<file path="src/rtl/core/mtsea_pkg.sv">
// mtsea_pkg: types, event codes and sizes for the multitouch slot event assembler
// no dependencies
`timescale 1ns / 1ps

package mtsea_pkg;

  localparam int NUM_SLOTS  = 32;
  localparam int SLOT_W     = (NUM_SLOTS > 1) ? $clog2(NUM_SLOTS) : 1;
  localparam int OUT_SLOT_W = 5;
  localparam int NUM_FIELDS = 10;
  localparam int FIELD_W    = $clog2(NUM_FIELDS);

  localparam logic [15:0] EV_SYNC     = 16'h0000;
  localparam logic [15:0] EV_ABSOLUTE = 16'h0003;

  localparam logic [15:0] CODE_REPORT      = 16'h0000;
  localparam logic [15:0] CODE_SLOT        = 16'h002f;
  localparam logic [15:0] CODE_TOUCH_MAJOR = 16'h0030;
  localparam logic [15:0] CODE_TOUCH_MINOR = 16'h0031;
  localparam logic [15:0] CODE_WIDTH_MAJOR = 16'h0032;
  localparam logic [15:0] CODE_WIDTH_MINOR = 16'h0033;
  localparam logic [15:0] CODE_ORIENTATION = 16'h0034;
  localparam logic [15:0] CODE_POS_X       = 16'h0035;
  localparam logic [15:0] CODE_POS_Y       = 16'h0036;
  localparam logic [15:0] CODE_TRACK_ID    = 16'h0039;
  localparam logic [15:0] CODE_PRESSURE    = 16'h003a;
  localparam logic [15:0] CODE_DISTANCE    = 16'h003b;

  typedef enum logic [FIELD_W-1:0] {
    FLD_ID,
    FLD_X,
    FLD_Y,
    FLD_MAJOR,
    FLD_MINOR,
    FLD_WMAJOR,
    FLD_WMINOR,
    FLD_ANGLE,
    FLD_PRESSURE,
    FLD_DISTANCE
  } field_e;

  typedef enum logic [1:0] {
    OP_WRITE,
    OP_REPORT,
    OP_SLOT
  } op_e;

  typedef enum logic [1:0] {
    BK_CLEAR,
    BK_IDLE,
    BK_EXEC
  } back_state_e;

  typedef struct packed {
    logic [15:0]        event_type;
    logic [15:0]        event_code;
    logic signed [31:0] event_value;
  } event_t;

  typedef struct packed {
    logic [OUT_SLOT_W-1:0] slot_index;
    logic signed [31:0]    tracking_id;
    logic signed [31:0]    pos_x;
    logic signed [31:0]    pos_y;
    logic signed [31:0]    contact_major;
    logic signed [31:0]    contact_minor;
    logic signed [31:0]    approach_major;
    logic signed [31:0]    approach_minor;
    logic signed [31:0]    contact_angle;
    logic signed [31:0]    contact_pressure;
    logic signed [31:0]    hover_distance;
  } result_t;

  typedef struct packed {
    op_e                op;
    field_e             field;
    logic [SLOT_W-1:0]  slot_sel;
    logic [31:0]        value;
  } cmd_t;

  typedef struct packed {
    logic valid;
    cmd_t cmd;
  } cmd_head_t;

  typedef struct packed {
    logic    push;
    result_t rpt;
  } rpt_push_t;

endpackage

</file>
<file path="src/rtl/core/mtsea_out_queue.sv">
// mtsea_out_queue: two-entry queue of contact reports toward the consumer
// depends on mtsea_pkg
`timescale 1ns / 1ps

module mtsea_out_queue (
  input  logic                 clk,
  input  logic                 rst,
  input  mtsea_pkg::rpt_push_t rpt_in,
  output logic                 rpt_full,
  output logic                 empty,
  input  logic                 pop,
  output mtsea_pkg::result_t   rpt
);
  import mtsea_pkg::*;

  result_t    q [2];
  logic [1:0] count;
  logic [1:0] count_next;
  logic       wr_ptr;
  logic       rd_ptr;
  logic       enq;
  logic       deq;

  assign rpt_full = (count == 2'd2);
  assign empty    = (count == 2'd0);
  assign enq      = rpt_in.push && !rpt_full;
  assign deq      = pop && !empty;

  always_comb begin
    count_next = count;
    if (enq && !deq) begin
      count_next = count + 2'd1;
    end else if (deq && !enq) begin
      count_next = count - 2'd1;
    end
  end

  always_ff @(posedge clk) begin
    if (rst) begin
      count  <= 2'd0;
      wr_ptr <= 1'b0;
      rd_ptr <= 1'b0;
    end else begin
      count <= count_next;
      if (enq) begin
        wr_ptr <= !wr_ptr;
      end
      if (deq) begin
        rd_ptr <= !rd_ptr;
      end
    end
  end

  always_ff @(posedge clk) begin
    if (enq) begin
      q[wr_ptr] <= rpt_in.rpt;
    end
  end

  assign rpt = q[rd_ptr];

endmodule
</file>
<file path="config.mk">
export PLATFORM = sky130hd
export DESIGN_NAME = mtsea_out_queue
export DESIGN_NICKNAME = d
export VERILOG_FILES = /design/src/rtl/core/mtsea_pkg.sv /design/src/rtl/core/mtsea_out_queue.sv
export SDC_FILE = /design/constraint.sdc
export NUM_CORES = 1
export LEC_CHECK = 0
export BUFFER_PORTS_ARGS = -buffer_cell sky130_fd_sc_hd__buf_2
export CORE_MARGIN = 2
export CORE_UTILIZATION = 40
export DETAILED_ROUTE_END_ITERATION = 8
export GPL_TIMING_DRIVEN = 1
export HOLD_SLACK_MARGIN = 0.06
export PLACE_DENSITY = 0.66
export SETUP_SLACK_MARGIN = 0.2
export SLEW_MARGIN = 10
export SYNTH_ARGS = -nofsm -noshare
export SYNTH_HDL_FRONTEND = slang
export SYNTH_SLANG_ARGS = --single-unit
</file>
<file path="constraint.sdc">
create_clock -name clk -period 8.85 [get_ports clk]
set_input_delay 0.885 -clock clk [delete_from_list [all_inputs] [get_ports clk]]
set_output_delay 0.885 -clock clk [all_outputs]
set_load 0.03 [all_outputs]
</file>
==> reports/qor.yml <==
cp.required_ns: 7.97
swShare: 0.319
clock_latency_ns: 0.58
root_buffer: "clkbuf_16"
drc_errors: 0
yosys.cell_types.count: 15
grt_max_degree: 164
grt_pass1_wl_um: 77100
async_reset_ff_frac: 0
syn-cell-area_mm2: 0.0247
fin_nets: 2065
crit_slowest_cell: "dfxtp_4"
synth_edf_count: 650
core_mm2: 0.0614
cp.arrival_ns: 3.54
synth.largest_area_cell: "edfxtp_1"
vias_per_cell: 4.69
setup_viol: 0
p_comb_frac: 0.306
cts_tree: "done"
gp_congestion: 0.811
drive_gt1_frac: 0.611
cts-resized-gates: 0
grt_pass1_vias: 12700
port_buffers: 655
drtAntennaViolNets: 0
fin_crit_sh: 0.500
drt_pass1_iterations: 6
ys_warn_count: 0
fill_cells: 5044
relSlewSlack: 0.214
initial_utilization: 0.402
fin_cells: 2593
min_period_ns: 4.42
post_cts_buffers: 0
switchingPower_mw: 3.20
synth.most_common_cell: "edfxtp_1"
overflow: 0
synth_flop_cell: "edfxtp_1"
cellLeakagePower_nw: 12.0
dieArea_mm2: 0.0637
dp.cells: 2452
worst_pin_slew_ns: 1.18
crit_fanout: 126
fin_setup_tns_ns: 0
synth_top_area_share: 0.790
rsz0062_at_grt: "no"
clkPwrFrac: 0.292
dp_hpwl_um: 37100
yosysSeqAreaShare: 0.794
outcome: "complete, no violations"
cts_hold_buf: 0
drt_iter0_markers: 594
clock_sinks: 655
ir_drop_mv: 0.184
via_count: 12200
wl_um: 54100
critical_path.max_stage_delay_ns: 0.89
area_growth_pct: 25.9
avgSynthCellArea_um2: 23.8
cts.clk_slew.worst_paths_ns: 0.06
drv_slew: 0
p_int_mw: 6.85
crit_type: "reg -> out"
synth.area.top_cells: "edfxtp_1, mux2_4, mux2_2"
track_usage: 0.162
fmax_ghz: 0.226
clockBufferDepth: 3
routedWlPerCell_um: 20.9
hold_viol_final: 0
antenna_found_initial: 22
crit_chain: "buf_12, buf_4, mux2_4, buf_2"
io_pins: 656
hold_path.class: "in -> reg"
cts_buffers: 71
pwr-share-seq: 0.402
num_rows: 91
synthCells: 1036
power_density_mw_per_mm2: 323
die_w_um: 252
cts_max_level: 3
clock_skew_ns: 0.0190
ys_ff_latch: 655
end_kind: "output port"
fp.dieH_um: 252
synth.net_count: 1366
cp-start-kind: "flop"
cap_violations: 0
synth_commonest_cells: "edfxtp_1, mux2_4, mux2_2"
## registers in the layout, summed over array words and instances (netlist names), named ones only
| signal | count |
|---|---|
| rd_ptr | 1 |
| count | 2 |
| wr_ptr | 1 |
| q | 650 |
## cell families after synthesis
kind of cell,synth area share
compound gates,0.00101
mux,0.186
buf+inv,0.0149
flops,0.794
simple gates,0.00177
fa+ha+maj,0.000507
xor+xnor,0.00106
## power groups by stage
stage	Combinational (mW)	Clock (mW)	Sequential [mW]
floorplan	2.38	0	4.15
global placement	3.09	0	4.08
detailed placement	3.10	0	4.10
CTS	3.11	3.03	4.04
global route	3.21	3.14	4.07
finish	3.08	2.94	4.04
## metal layers
layer | global-route usage | wire length (um) | vias up
li1 | - | - | 5572
met1 | 0.176 | 19700 | 6021
met2 | 0.284 | 28400 | 441
met3 | 0.0522 | 4070 | 114
met4 | 0.0774 | 1820 | 10
met5 | 0 | 63 | -
## placed cells by master, fill, tap and decap left out, types with 4 or more instances in the layout
cell type / count
mux2_4: 250
clkbuf_16: 72
dfxtp_1: 4
clkinv_2: 12
buf_12: 5
nor2_1: 5
edfxtp_1: 650
mux2_2: 75
diode_2: 15
clkinv_1: 12
buf_2: 655
clkbuf_1: 11
bufinv_16: 10
## path summary, 6_finish.rpt
check,end,depth (start not counted),slack (ns),startpoint
worst max-delay path,rpt[87],4,4.43,flop
worst min-delay path,q[0][40]$_DFFE_PP_,1,0.49,rpt_in[40]
worst max register to register,q[0][89]$_DFFE_PP_,4,5.96,count[0]$_SDFFE_PP0P_
worst min register to register,wr_ptr$_SDFFE_PP0P_,2,0.50,wr_ptr$_SDFFE_PP0P_
## worst max-delay path: cells and delay by family (launching register included)
family	cells	cell delay (ns)
buffers and inverters	3	1.37
flip-flops	1	0.89
multiplexers	1	0.34
## per-stage QoR
| step | setup slack [ns] | cell area [um^2] | utilization | total power [mW] | hold WS, ns |
|---|---|---|---|---|---|
| 2_1_floorplan | 0.613 | 24700 | - | 6.53 | 0.452 |
| 3_3_place_gp | 5.07 | 28700 | 0.468 | 7.17 | 0.478 |
| 3_5_place_dp | 5.04 | 28700 | 0.468 | 7.21 | 0.499 |
| 4_1_cts | 4.39 | 31100 | 0.506 | 10.2 | 0.434 |
| 5_1_grt | 4.27 | 31100 | 0.507 | 10.4 | 0.450 |
| 6_report | 4.43 | 31100 | 0.507 | 10.1 | 0.487 |
## layout make-up
type | instances | area [um^2] | area share
Clock inverter | 43 | 490 | 0.0158
Clock buffer | 83 | 1840 | 0.0593
Antenna cell | 15 | 37.5 | 0.00121
Tap cell | 790 | 988 | 0.0318
Inverter | 2 | 15.0 | 0.000483
Timing Repair Buffer | 662 | 3390 | 0.109
Sequential cell | 655 | 19600 | 0.631
Multi-Input combinational cell | 343 | 4710 | 0.151
Power figures use the tool's default switching activity.
