## config.mk

```make
export PLATFORM = sky130hd
export DESIGN_NAME = mtsea_front
export DESIGN_NICKNAME = d
export VERILOG_FILES = /design/src/rtl/core/mtsea_pkg.sv /design/src/rtl/core/mtsea_front.sv
export SDC_FILE = /design/constraint.sdc
export NUM_CORES = 1
export LEC_CHECK = 0
export BUFFER_PORTS_ARGS = -buffer_cell sky130_fd_sc_hd__buf_2
export CAP_MARGIN = 20
export CORE_MARGIN = 10
export CORE_UTILIZATION = 40
export CTS_CLUSTER_SIZE = 20
export DETAILED_ROUTE_END_ITERATION = 8
export PLACE_DENSITY = 0.67
export SETUP_SLACK_MARGIN = 0.3
export SLEW_MARGIN = 10
export SYNTH_ARGS = -nofsm -noshare
export SYNTH_HDL_FRONTEND = slang
export SYNTH_SLANG_ARGS = --single-unit
```

## constraint.sdc

```tcl
create_clock -name clk -period 8.6 [get_ports clk]
set_input_delay 1.72 -clock clk [delete_from_list [all_inputs] [get_ports clk]]
set_output_delay 1.72 -clock clk [all_outputs]
set_load 0.02 [all_outputs]
```

## src/rtl/core/mtsea_pkg.sv

```systemverilog
// mtsea_pkg: types, event codes and sizes for the multitouch slot event assembler
// no dependencies
`timescale 1ns / 1ps

package mtsea_pkg;

  localparam int NUM_SLOTS  = 32;
  localparam int SLOT_W     = (NUM_SLOTS > 1) ? $clog2(NUM_SLOTS) : 1;
  localparam int OUT_SLOT_W = 5;
  localparam int NUM_FIELDS = 10;
  localparam int FIELD_W    = $clog2(NUM_FIELDS);

  localparam logic [15:0] EV_SYNC     = 16'h0000;
  localparam logic [15:0] EV_ABSOLUTE = 16'h0003;

  localparam logic [15:0] CODE_REPORT      = 16'h0000;
  localparam logic [15:0] CODE_SLOT        = 16'h002f;
  localparam logic [15:0] CODE_TOUCH_MAJOR = 16'h0030;
  localparam logic [15:0] CODE_TOUCH_MINOR = 16'h0031;
  localparam logic [15:0] CODE_WIDTH_MAJOR = 16'h0032;
  localparam logic [15:0] CODE_WIDTH_MINOR = 16'h0033;
  localparam logic [15:0] CODE_ORIENTATION = 16'h0034;
  localparam logic [15:0] CODE_POS_X       = 16'h0035;
  localparam logic [15:0] CODE_POS_Y       = 16'h0036;
  localparam logic [15:0] CODE_TRACK_ID    = 16'h0039;
  localparam logic [15:0] CODE_PRESSURE    = 16'h003a;
  localparam logic [15:0] CODE_DISTANCE    = 16'h003b;

  typedef enum logic [FIELD_W-1:0] {
    FLD_ID,
    FLD_X,
    FLD_Y,
    FLD_MAJOR,
    FLD_MINOR,
    FLD_WMAJOR,
    FLD_WMINOR,
    FLD_ANGLE,
    FLD_PRESSURE,
    FLD_DISTANCE
  } field_e;

  typedef enum logic [1:0] {
    OP_WRITE,
    OP_REPORT,
    OP_SLOT
  } op_e;

  typedef enum logic [1:0] {
    BK_CLEAR,
    BK_IDLE,
    BK_EXEC
  } back_state_e;

  typedef struct packed {
    logic [15:0]        event_type;
    logic [15:0]        event_code;
    logic signed [31:0] event_value;
  } event_t;

  typedef struct packed {
    logic [OUT_SLOT_W-1:0] slot_index;
    logic signed [31:0]    tracking_id;
    logic signed [31:0]    pos_x;
    logic signed [31:0]    pos_y;
    logic signed [31:0]    contact_major;
    logic signed [31:0]    contact_minor;
    logic signed [31:0]    approach_major;
    logic signed [31:0]    approach_minor;
    logic signed [31:0]    contact_angle;
    logic signed [31:0]    contact_pressure;
    logic signed [31:0]    hover_distance;
  } result_t;

  typedef struct packed {
    op_e                op;
    field_e             field;
    logic [SLOT_W-1:0]  slot_sel;
    logic [31:0]        value;
  } cmd_t;

  typedef struct packed {
    logic valid;
    cmd_t cmd;
  } cmd_head_t;

  typedef struct packed {
    logic    push;
    result_t rpt;
  } rpt_push_t;

endpackage

```

## src/rtl/core/mtsea_front.sv

```systemverilog
// mtsea_front: decodes incoming items into slot commands and queues them
// depends on mtsea_pkg
`timescale 1ns / 1ps

module mtsea_front (
  input  logic                clk,
  input  logic                rst,
  input  logic                push,
  output logic                full,
  input  mtsea_pkg::event_t   evt,
  output mtsea_pkg::cmd_head_t head,
  input  logic                cmd_pop
);
  import mtsea_pkg::*;

  cmd_t       cls_cmd;
  logic       cls_valid;
  logic       enq;
  logic       deq;
  cmd_t       q [2];
  logic [1:0] count;
  logic [1:0] count_next;
  logic       wr_ptr;
  logic       rd_ptr;

  // classify
  always_comb begin
    cls_valid        = 1'b0;
    cls_cmd.op       = OP_WRITE;
    cls_cmd.field    = FLD_ID;
    cls_cmd.slot_sel = evt.event_value[SLOT_W-1:0];
    cls_cmd.value    = evt.event_value;
    if (evt.event_type == EV_SYNC) begin
      if (evt.event_code == CODE_REPORT) begin
        cls_valid  = 1'b1;
        cls_cmd.op = OP_REPORT;
      end
    end else if (evt.event_type == EV_ABSOLUTE) begin
      cls_valid = 1'b1;
      unique case (evt.event_code)
        CODE_SLOT: begin
          cls_cmd.op = OP_SLOT;
          cls_valid  = !evt.event_value[31] &&
                       (evt.event_value[30:0] < 31'(NUM_SLOTS));
        end
        CODE_TRACK_ID:    cls_cmd.field = FLD_ID;
        CODE_POS_X:       cls_cmd.field = FLD_X;
        CODE_POS_Y:       cls_cmd.field = FLD_Y;
        CODE_TOUCH_MAJOR: cls_cmd.field = FLD_MAJOR;
        CODE_TOUCH_MINOR: cls_cmd.field = FLD_MINOR;
        CODE_WIDTH_MAJOR: cls_cmd.field = FLD_WMAJOR;
        CODE_WIDTH_MINOR: cls_cmd.field = FLD_WMINOR;
        CODE_ORIENTATION: cls_cmd.field = FLD_ANGLE;
        CODE_PRESSURE:    cls_cmd.field = FLD_PRESSURE;
        CODE_DISTANCE:    cls_cmd.field = FLD_DISTANCE;
        default:          cls_valid = 1'b0;
      endcase
    end
  end

  assign full = (count == 2'd2);
  assign enq  = push && !full && cls_valid;
  assign deq  = cmd_pop && (count != 2'd0);

  always_comb begin
    count_next = count;
    if (enq && !deq) begin
      count_next = count + 2'd1;
    end else if (deq && !enq) begin
      count_next = count - 2'd1;
    end
  end

  always_ff @(posedge clk) begin
    if (rst) begin
      count  <= 2'd0;
      wr_ptr <= 1'b0;
      rd_ptr <= 1'b0;
    end else begin
      count <= count_next;
      if (enq) begin
        wr_ptr <= !wr_ptr;
      end
      if (deq) begin
        rd_ptr <= !rd_ptr;
      end
    end
  end

  always_ff @(posedge clk) begin
    if (enq) begin
      q[wr_ptr] <= cls_cmd;
    end
  end

  assign head.valid = (count != 2'd0);
  assign head.cmd   = q[rd_ptr];

endmodule

```

==> results of run 1 <==
## power by group
part	internal (W)	switching (W)
combinational	0.0000146	0.0000169
clock	0.000179	0.000126
sequential	0.000429	0.00000000000704
## kinds of logic after synthesis
group	after synthesis	synth area share
AOI/OAI and AO/OA	9	0.0198
xor gates and xnor gates	5	0.0128
adders and majority gates	1	0.00366
buffers and inverters	11	0.0179
DFF	81	0.697
muxes	39	0.129
and+or+nand+nor	68	0.120
## how the worst max path moves through the flow
stage / endpoint / cells after the start / slack (ps) / start
after floorplan: q[1][10]$_DFFE_PP_ / 5 / 3580 / evt[58]
after global placement: q[1][27]$_DFFE_PP_ / 6 / 4070 / evt[54]
after detailed placement: q[1][18]$_DFFE_PP_ / 6 / 3910 / evt[58]
after CTS: q[1][24]$_DFFE_PP_ / 6 / 4280 / evt[58]
after global routing: q[0][41]$_DFFE_PP_ / 7 / 4180 / evt[51]
final: q[0][24]$_DFFE_PP_ / 7 / 4500 / evt[58]
## sequential cells by signal (all words and copies together) (netlist names), named ones only
signal and count:
q 76, wr_ptr 1, count 2, rd_ptr 1
## final cells by class
type,count,area share
clock inverters,4,0.0172
clock buffers,12,0.0356
multi-input cells,122,0.227
inverters,1,0.000862
flip-flops and latches,81,0.547
repair buffers,114,0.141
well taps,105,0.0302
diodes,1,0.000575
## critical path: cells and delay by family
kind | cells | cell delay [ps]
simple gates | 4 | 1780
buf+inv | 2 | 340
compound gates | 1 | 290
## per-layer routing
metal	global-route usage	vias up	wire, um
met2	0.181	101	3610
met3	0.0586	10	770
met1	0.138	1080	3160
met4	0.0440	2	111
met5	0	-	13
li1	-	1082	-
## stage by stage
stage	worst slack, ps	instances
2_1_floorplan	3580	214
3_3_place_gp	4070	421
3_5_place_dp	3910	421
4_1_cts	4280	437
5_1_grt	4180	439
6_report	4500	440
## cells in the final DEF, fill, tap and decap left out, types with 3 or more instances in the layout
master    count
nor4_2        3
nor4_1       22
nor2_1        9
xor2_1        4
nand2_1       5
nor2b_1       3
mux2_2       38
nand3_1       4
dfxtp_1       4
nand4_1       4
clkbuf_8     11
buf_2       112
nor3_1        4
edfxtp_1     76
==> results.json, run 1 <==
{
  "place_hpwl_mm": 5.71,
  "cts.sinks": 81,
  "cts_tree": "done",
  "maxSlewHeadroom": 0.386,
  "syn_inst": 214,
  "finalCritPeriodShare": 0.477,
  "syn2layout_area_growth_pct": 27.5,
  "ys_seq_area_frac": 0.697,
  "rsz0062_at_grt": "false",
  "routed_wl_mm": 7.67,
  "drtAntennaViolNets": 0,
  "dieArea_um2": 12600,
  "syn_area_per_cell_um2": 16.0,
  "r2r_end": "count[1]$_SDFFE_PP0P_",
  "powerDensity_nw_per_um2": 176,
  "clkSlewWorstSetupHoldPaths_ps": 80,
  "hold_slack_ps": 516,
  "grt_pass1_vias": 2409,
  "cpMaxStageDelayCell": "nor2_4",
  "critPathMaxFanout": 20,
  "holdCritPathClass": "flip-flop to flip-flop",
  "fin_area_um2": 4350,
  "die_y_um": 112,
  "num-nets-final": 398,
  "clock_latency_ps": 340,
  "status": "completed",
  "portBuffers": 112,
  "rr_worst_depth": 8,
  "coreArea_um2": 8260,
  "irDropWorstVdd_v": 0.0000710,
  "p_total_w": 0.000765,
  "yosysTopAreaCell": "edfxtp_1",
  "drt_iter0_drc": 121,
  "r2r_setup_slack_ps": 5900,
  "synth-main-ff-cell": "edfxtp_1",
  "drcViolationCount": 0,
  "fillerInstances": 710,
  "ios": 113,
  "rr_startpoint": "count[1]$_SDFFE_PP0P_",
  "htreeDepth": 3,
  "cts_buffers": 9,
  "grt-ovfl-total": 0,
  "crit_path_start_kind": "primary input",
  "tightest_slew_ps": 920,
  "multi_input_area_um2": 987,
  "path_cells": "buf_2 > nor4_1 > nand4_1 > nor4_1 > a221oi_1 > nor2_4 > buf_16",
  "routedWlPerCell_um": 17.4,
  "slew_viol_final": 0,
  "power.leakage_nw": 1.52,
  "fin_setup_tns_ps": 0,
  "drtPass1Iterations": 4,
  "syn_nets": 283,
  "cts_buffer_depth": 2,
  "setup_viol": 0,
  "cts_resized": 0,
  "drive_gt1_frac": 0.524,
  "slowest_delay_ps": 570,
  "grt_usage": 0.117,
  "finalHoldViolations": 0,
  "crit_required_ps": 8640,
  "vias": 2275,
  "min-delay-start": "rd_ptr$_SDFFE_PP0P_",
  "hold_buffers": 0,
  "gp_congestion": 0.882,
  "synth_most_common_cell": "edfxtp_1",
  "placed_cell_area_um2": 4070,
  "ys_warn_count": 0,
  "synth-seq-cells": 81,
  "min_to": "rd_ptr$_SDFFE_PP0P_",
  "start_util": 0.414,
  "synth_area_leaders": "edfxtp_1 (67%), mux2_2 (13%), nor4_1 (4.0%)",
  "fp.dieW_um": 112,
  "async_flop_share": 0,
  "synth_edf_count": 76,
  "antenna_found_initial": 2,
  "maxCapViolations": 0,
  "vias_per_cell": 5.17,
  "ys_types": 35,
  "crit_type": "primary input to flip-flop",
  "fin_crit_ps": 4100,
  "fin_util": 0.527,
  "grt_pass1_wl_mm": 11.8,
  "cp.arrival_ps": 4150,
  "holdPathStages": 2,
  "postCtsSetupBuffers": 0,
  "seq_area_um2": 2380,
  "syn_area_um2": 3420,
  "yosys-top-cells-count": "edfxtp_1 (76), mux2_2 (38), nor4_1 (22)",
  "fmax_mhz": 244,
  "cp-end-kind": "flip-flop",
  "row_count": 33,
  "grt_max_degree": 39,
  "synth_top_area_frac": 0.668,
  "cts_root_buf": "clkbuf_8",
  "skew_ps": 7.18,
  "path_common_cell": "nor4_1"
}
Power figures use the tool's default switching activity.
==> run 2, diff against run 1 <==
- clock period: 8.6 -> 3.89 ns (I/O delays scaled with it)
==> run 2 against run 1 <==
Clock skew barely moved. Via count up 0.40%. Routed wire length increased by 3.5%. Worst hold slack got worse by 15 ps. Cell count up 0.68%. Sequential cell count unchanged. Critical path depth rose by 2. First-iteration DRC count is 5.8% lower. Power grew 130%. Cell area fell by 0.43%. Critical path type unchanged. Largest cell class unchanged.
==> results.json, run 2 (same netlist as run 1, synthesis figures left out) <==
{
  "cp-end-kind": "flip-flop",
  "cp.arrival_ps": 3330,
  "place_hpwl_mm": 6.02,
  "fp.dieW_um": 112,
  "hold_buffers": 0,
  "tightest_slew_ps": 915,
  "slowest_delay_ps": 580,
  "grt-ovfl-total": 0,
  "crit_required_ps": 4170,
  "grt_pass1_wl_mm": 12.6,
  "status": "completed",
  "setup_viol": 0,
  "fin_setup_tns_ps": 0,
  "fin_cells": 443,
  "irDropWorstVdd_v": 0.000138,
  "powerDensity_nw_per_um2": 398,
  "ios": 113,
  "cts_resized": 0,
  "wl_met2_mm": 3.78,
  "gp_congestion": 0.875,
  "clock_latency_ps": 340,
  "clkPwrFrac": 0.410,
  "portBuffers": 112,
  "path_common_cell": "nor4_1",
  "crit_path_start_kind": "primary input",
  "grt_pass1_vias": 2556,
  "drtPass1Iterations": 4,
  "setup_ws_ps": 837,
  "crit_type": "primary input to flip-flop",
  "syn2layout_area_growth_pct": 26.9,
  "vias_per_cell": 5.16,
  "wl_met1_mm": 3.36,
  "grt_usage": 0.125,
  "pre_cts_ws_ps": 495,
  "cts_buffer_depth": 2,
  "fin_crit_ps": 3050,
  "switching_power_w": 0.000321,
  "drive_gt1_frac": 0.521,
  "routedWlPerCell_um": 17.9,
  "rsz0062_at_grt": "false",
  "final_cell_mix": "buf_2 (112), edfxtp_1 (76), mux2_2 (38), nor4_1 (22)",
  "p_int_w": 0.00140,
  "p_seq_frac": 0.550,
  "drt_iter0_drc": 114,
  "fmax_mhz": 328,
  "path_cells": "buf_2 > nor4_1 > nand4_1 > nor4_1 > a221oi_1 > inv_1 > ha_1 > or3_1 > a21oi_1",
  "cts_buffers": 9,
  "final_common_cell": "buf_2",
  "slew_viol_final": 0,
  "row_count": 33,
  "drtAntennaViolNets": 0,
  "finalCritPeriodShare": 0.785,
  "coreArea_um2": 8260,
  "top_register": "q",
  "multi_input_area_um2": 987,
  "critPathMaxFanout": 6,
  "dieArea_um2": 12600,
  "htreeDepth": 3,
  "num-nets-final": 400,
  "routed_wl_mm": 7.93,
  "start_util": 0.414,
  "crit_buf_inv": 2,
  "placed_cell_area_um2": 4100,
  "grt_max_degree": 39,
  "maxCapViolations": 0,
  "post-place-cells": 425,
  "vias": 2284,
  "postCtsSetupBuffers": 0,
  "p_sw_frac": 0.186,
  "fin_area_um2": 4340,
  "antenna_found_initial": 2,
  "finalHoldViolations": 0,
  "path_delay_family": "simple AND/OR/NAND/NOR gates",
  "holdCritPathClass": "flip-flop to flip-flop",
  "power.leakage_nw": 1.53,
  "largest_registers": "q (76), count (2)",
  "largest_register_ffs": 76,
  "maxSlewHeadroom": 0.390,
  "maxUsedRoutingLayer": "met4",
  "fillerInstances": 732,
  "cts_root_buf": "clkbuf_8",
  "wl_met3_um": 686,
  "clkSlewWorstSetupHoldPaths_ps": 80,
  "cts_tree": "done",
  "p_comb_frac": 0.040,
  "drcViolationCount": 0,
  "seq_area_um2": 2380,
  "skew_ps": 6.85,
  "cpMaxStageDelayCell": "nor4_1",
  "cts.sinks": 81,
  "die_y_um": 112
}
-- run 2: path summary, 6_finish.rpt --
check	from	end	slack, ps	depth (start not counted)
max reg2reg	count[1]$_SDFFE_PP0P_	count[1]$_SDFFE_PP0P_	1220	8
min	count[1]$_SDFFE_PP0P_	count[1]$_SDFFE_PP0P_	500	2
max	evt[54]	count[1]$_SDFFE_PP0P_	840	9
min reg2reg	count[1]$_SDFFE_PP0P_	count[1]$_SDFFE_PP0P_	500	2
-- run 2: worst register-to-register path: stages (launching register included) --
cell and delay (ps):
dfxtp_1 360, nor2b_1 180, nand2b_1 260, nor4_1 120, a221oi_1 710, inv_1 110
ha_1 360, or3_1 370, a21oi_1 140
-- run 2: routing by layer --
metal  GRT usage  up-vias
met1       0.144     1092
met4      0.0491        0
li1            -     1086
met2       0.201       93
met5           0        -
met3      0.0554       13
-- run 2: cell type report --
type,count,share of cell area
sequential,81,0.550
multi-input combinational,122,0.228
timing repair buffer,116,0.136
tap,105,0.0303
clock buffer,10,0.0294
clock inverter,6,0.0245
antenna,2,0.00115
inverter,1,0.000866
-- run 2: stage by stage --
stage | total power (W) | hold slack (ps) | utilization
final | 0.00173 | 502 | 0.525
after global routing | 0.00179 | 546 | 0.525
after CTS | 0.00174 | 501 | 0.524
after detailed placement | 0.00104 | 483 | 0.496
after global placement | 0.00103 | 481 | 0.496
after floorplan | 0.000984 | 456 | -
-- run 2: power by group through the flow --
| stage | Combinational [W] | Sequential (W) | Clock [W] |
|---|---|---|---|
| after floorplan | 0.0000157 | 0.000968 | 0 |
| after global placement | 0.0000668 | 0.000968 | 0 |
| after detailed placement | 0.0000693 | 0.000968 | 0 |
| after CTS | 0.0000694 | 0.000948 | 0.000725 |
| after global routing | 0.0000769 | 0.000948 | 0.000761 |
| final | 0.0000694 | 0.000948 | 0.000708 |
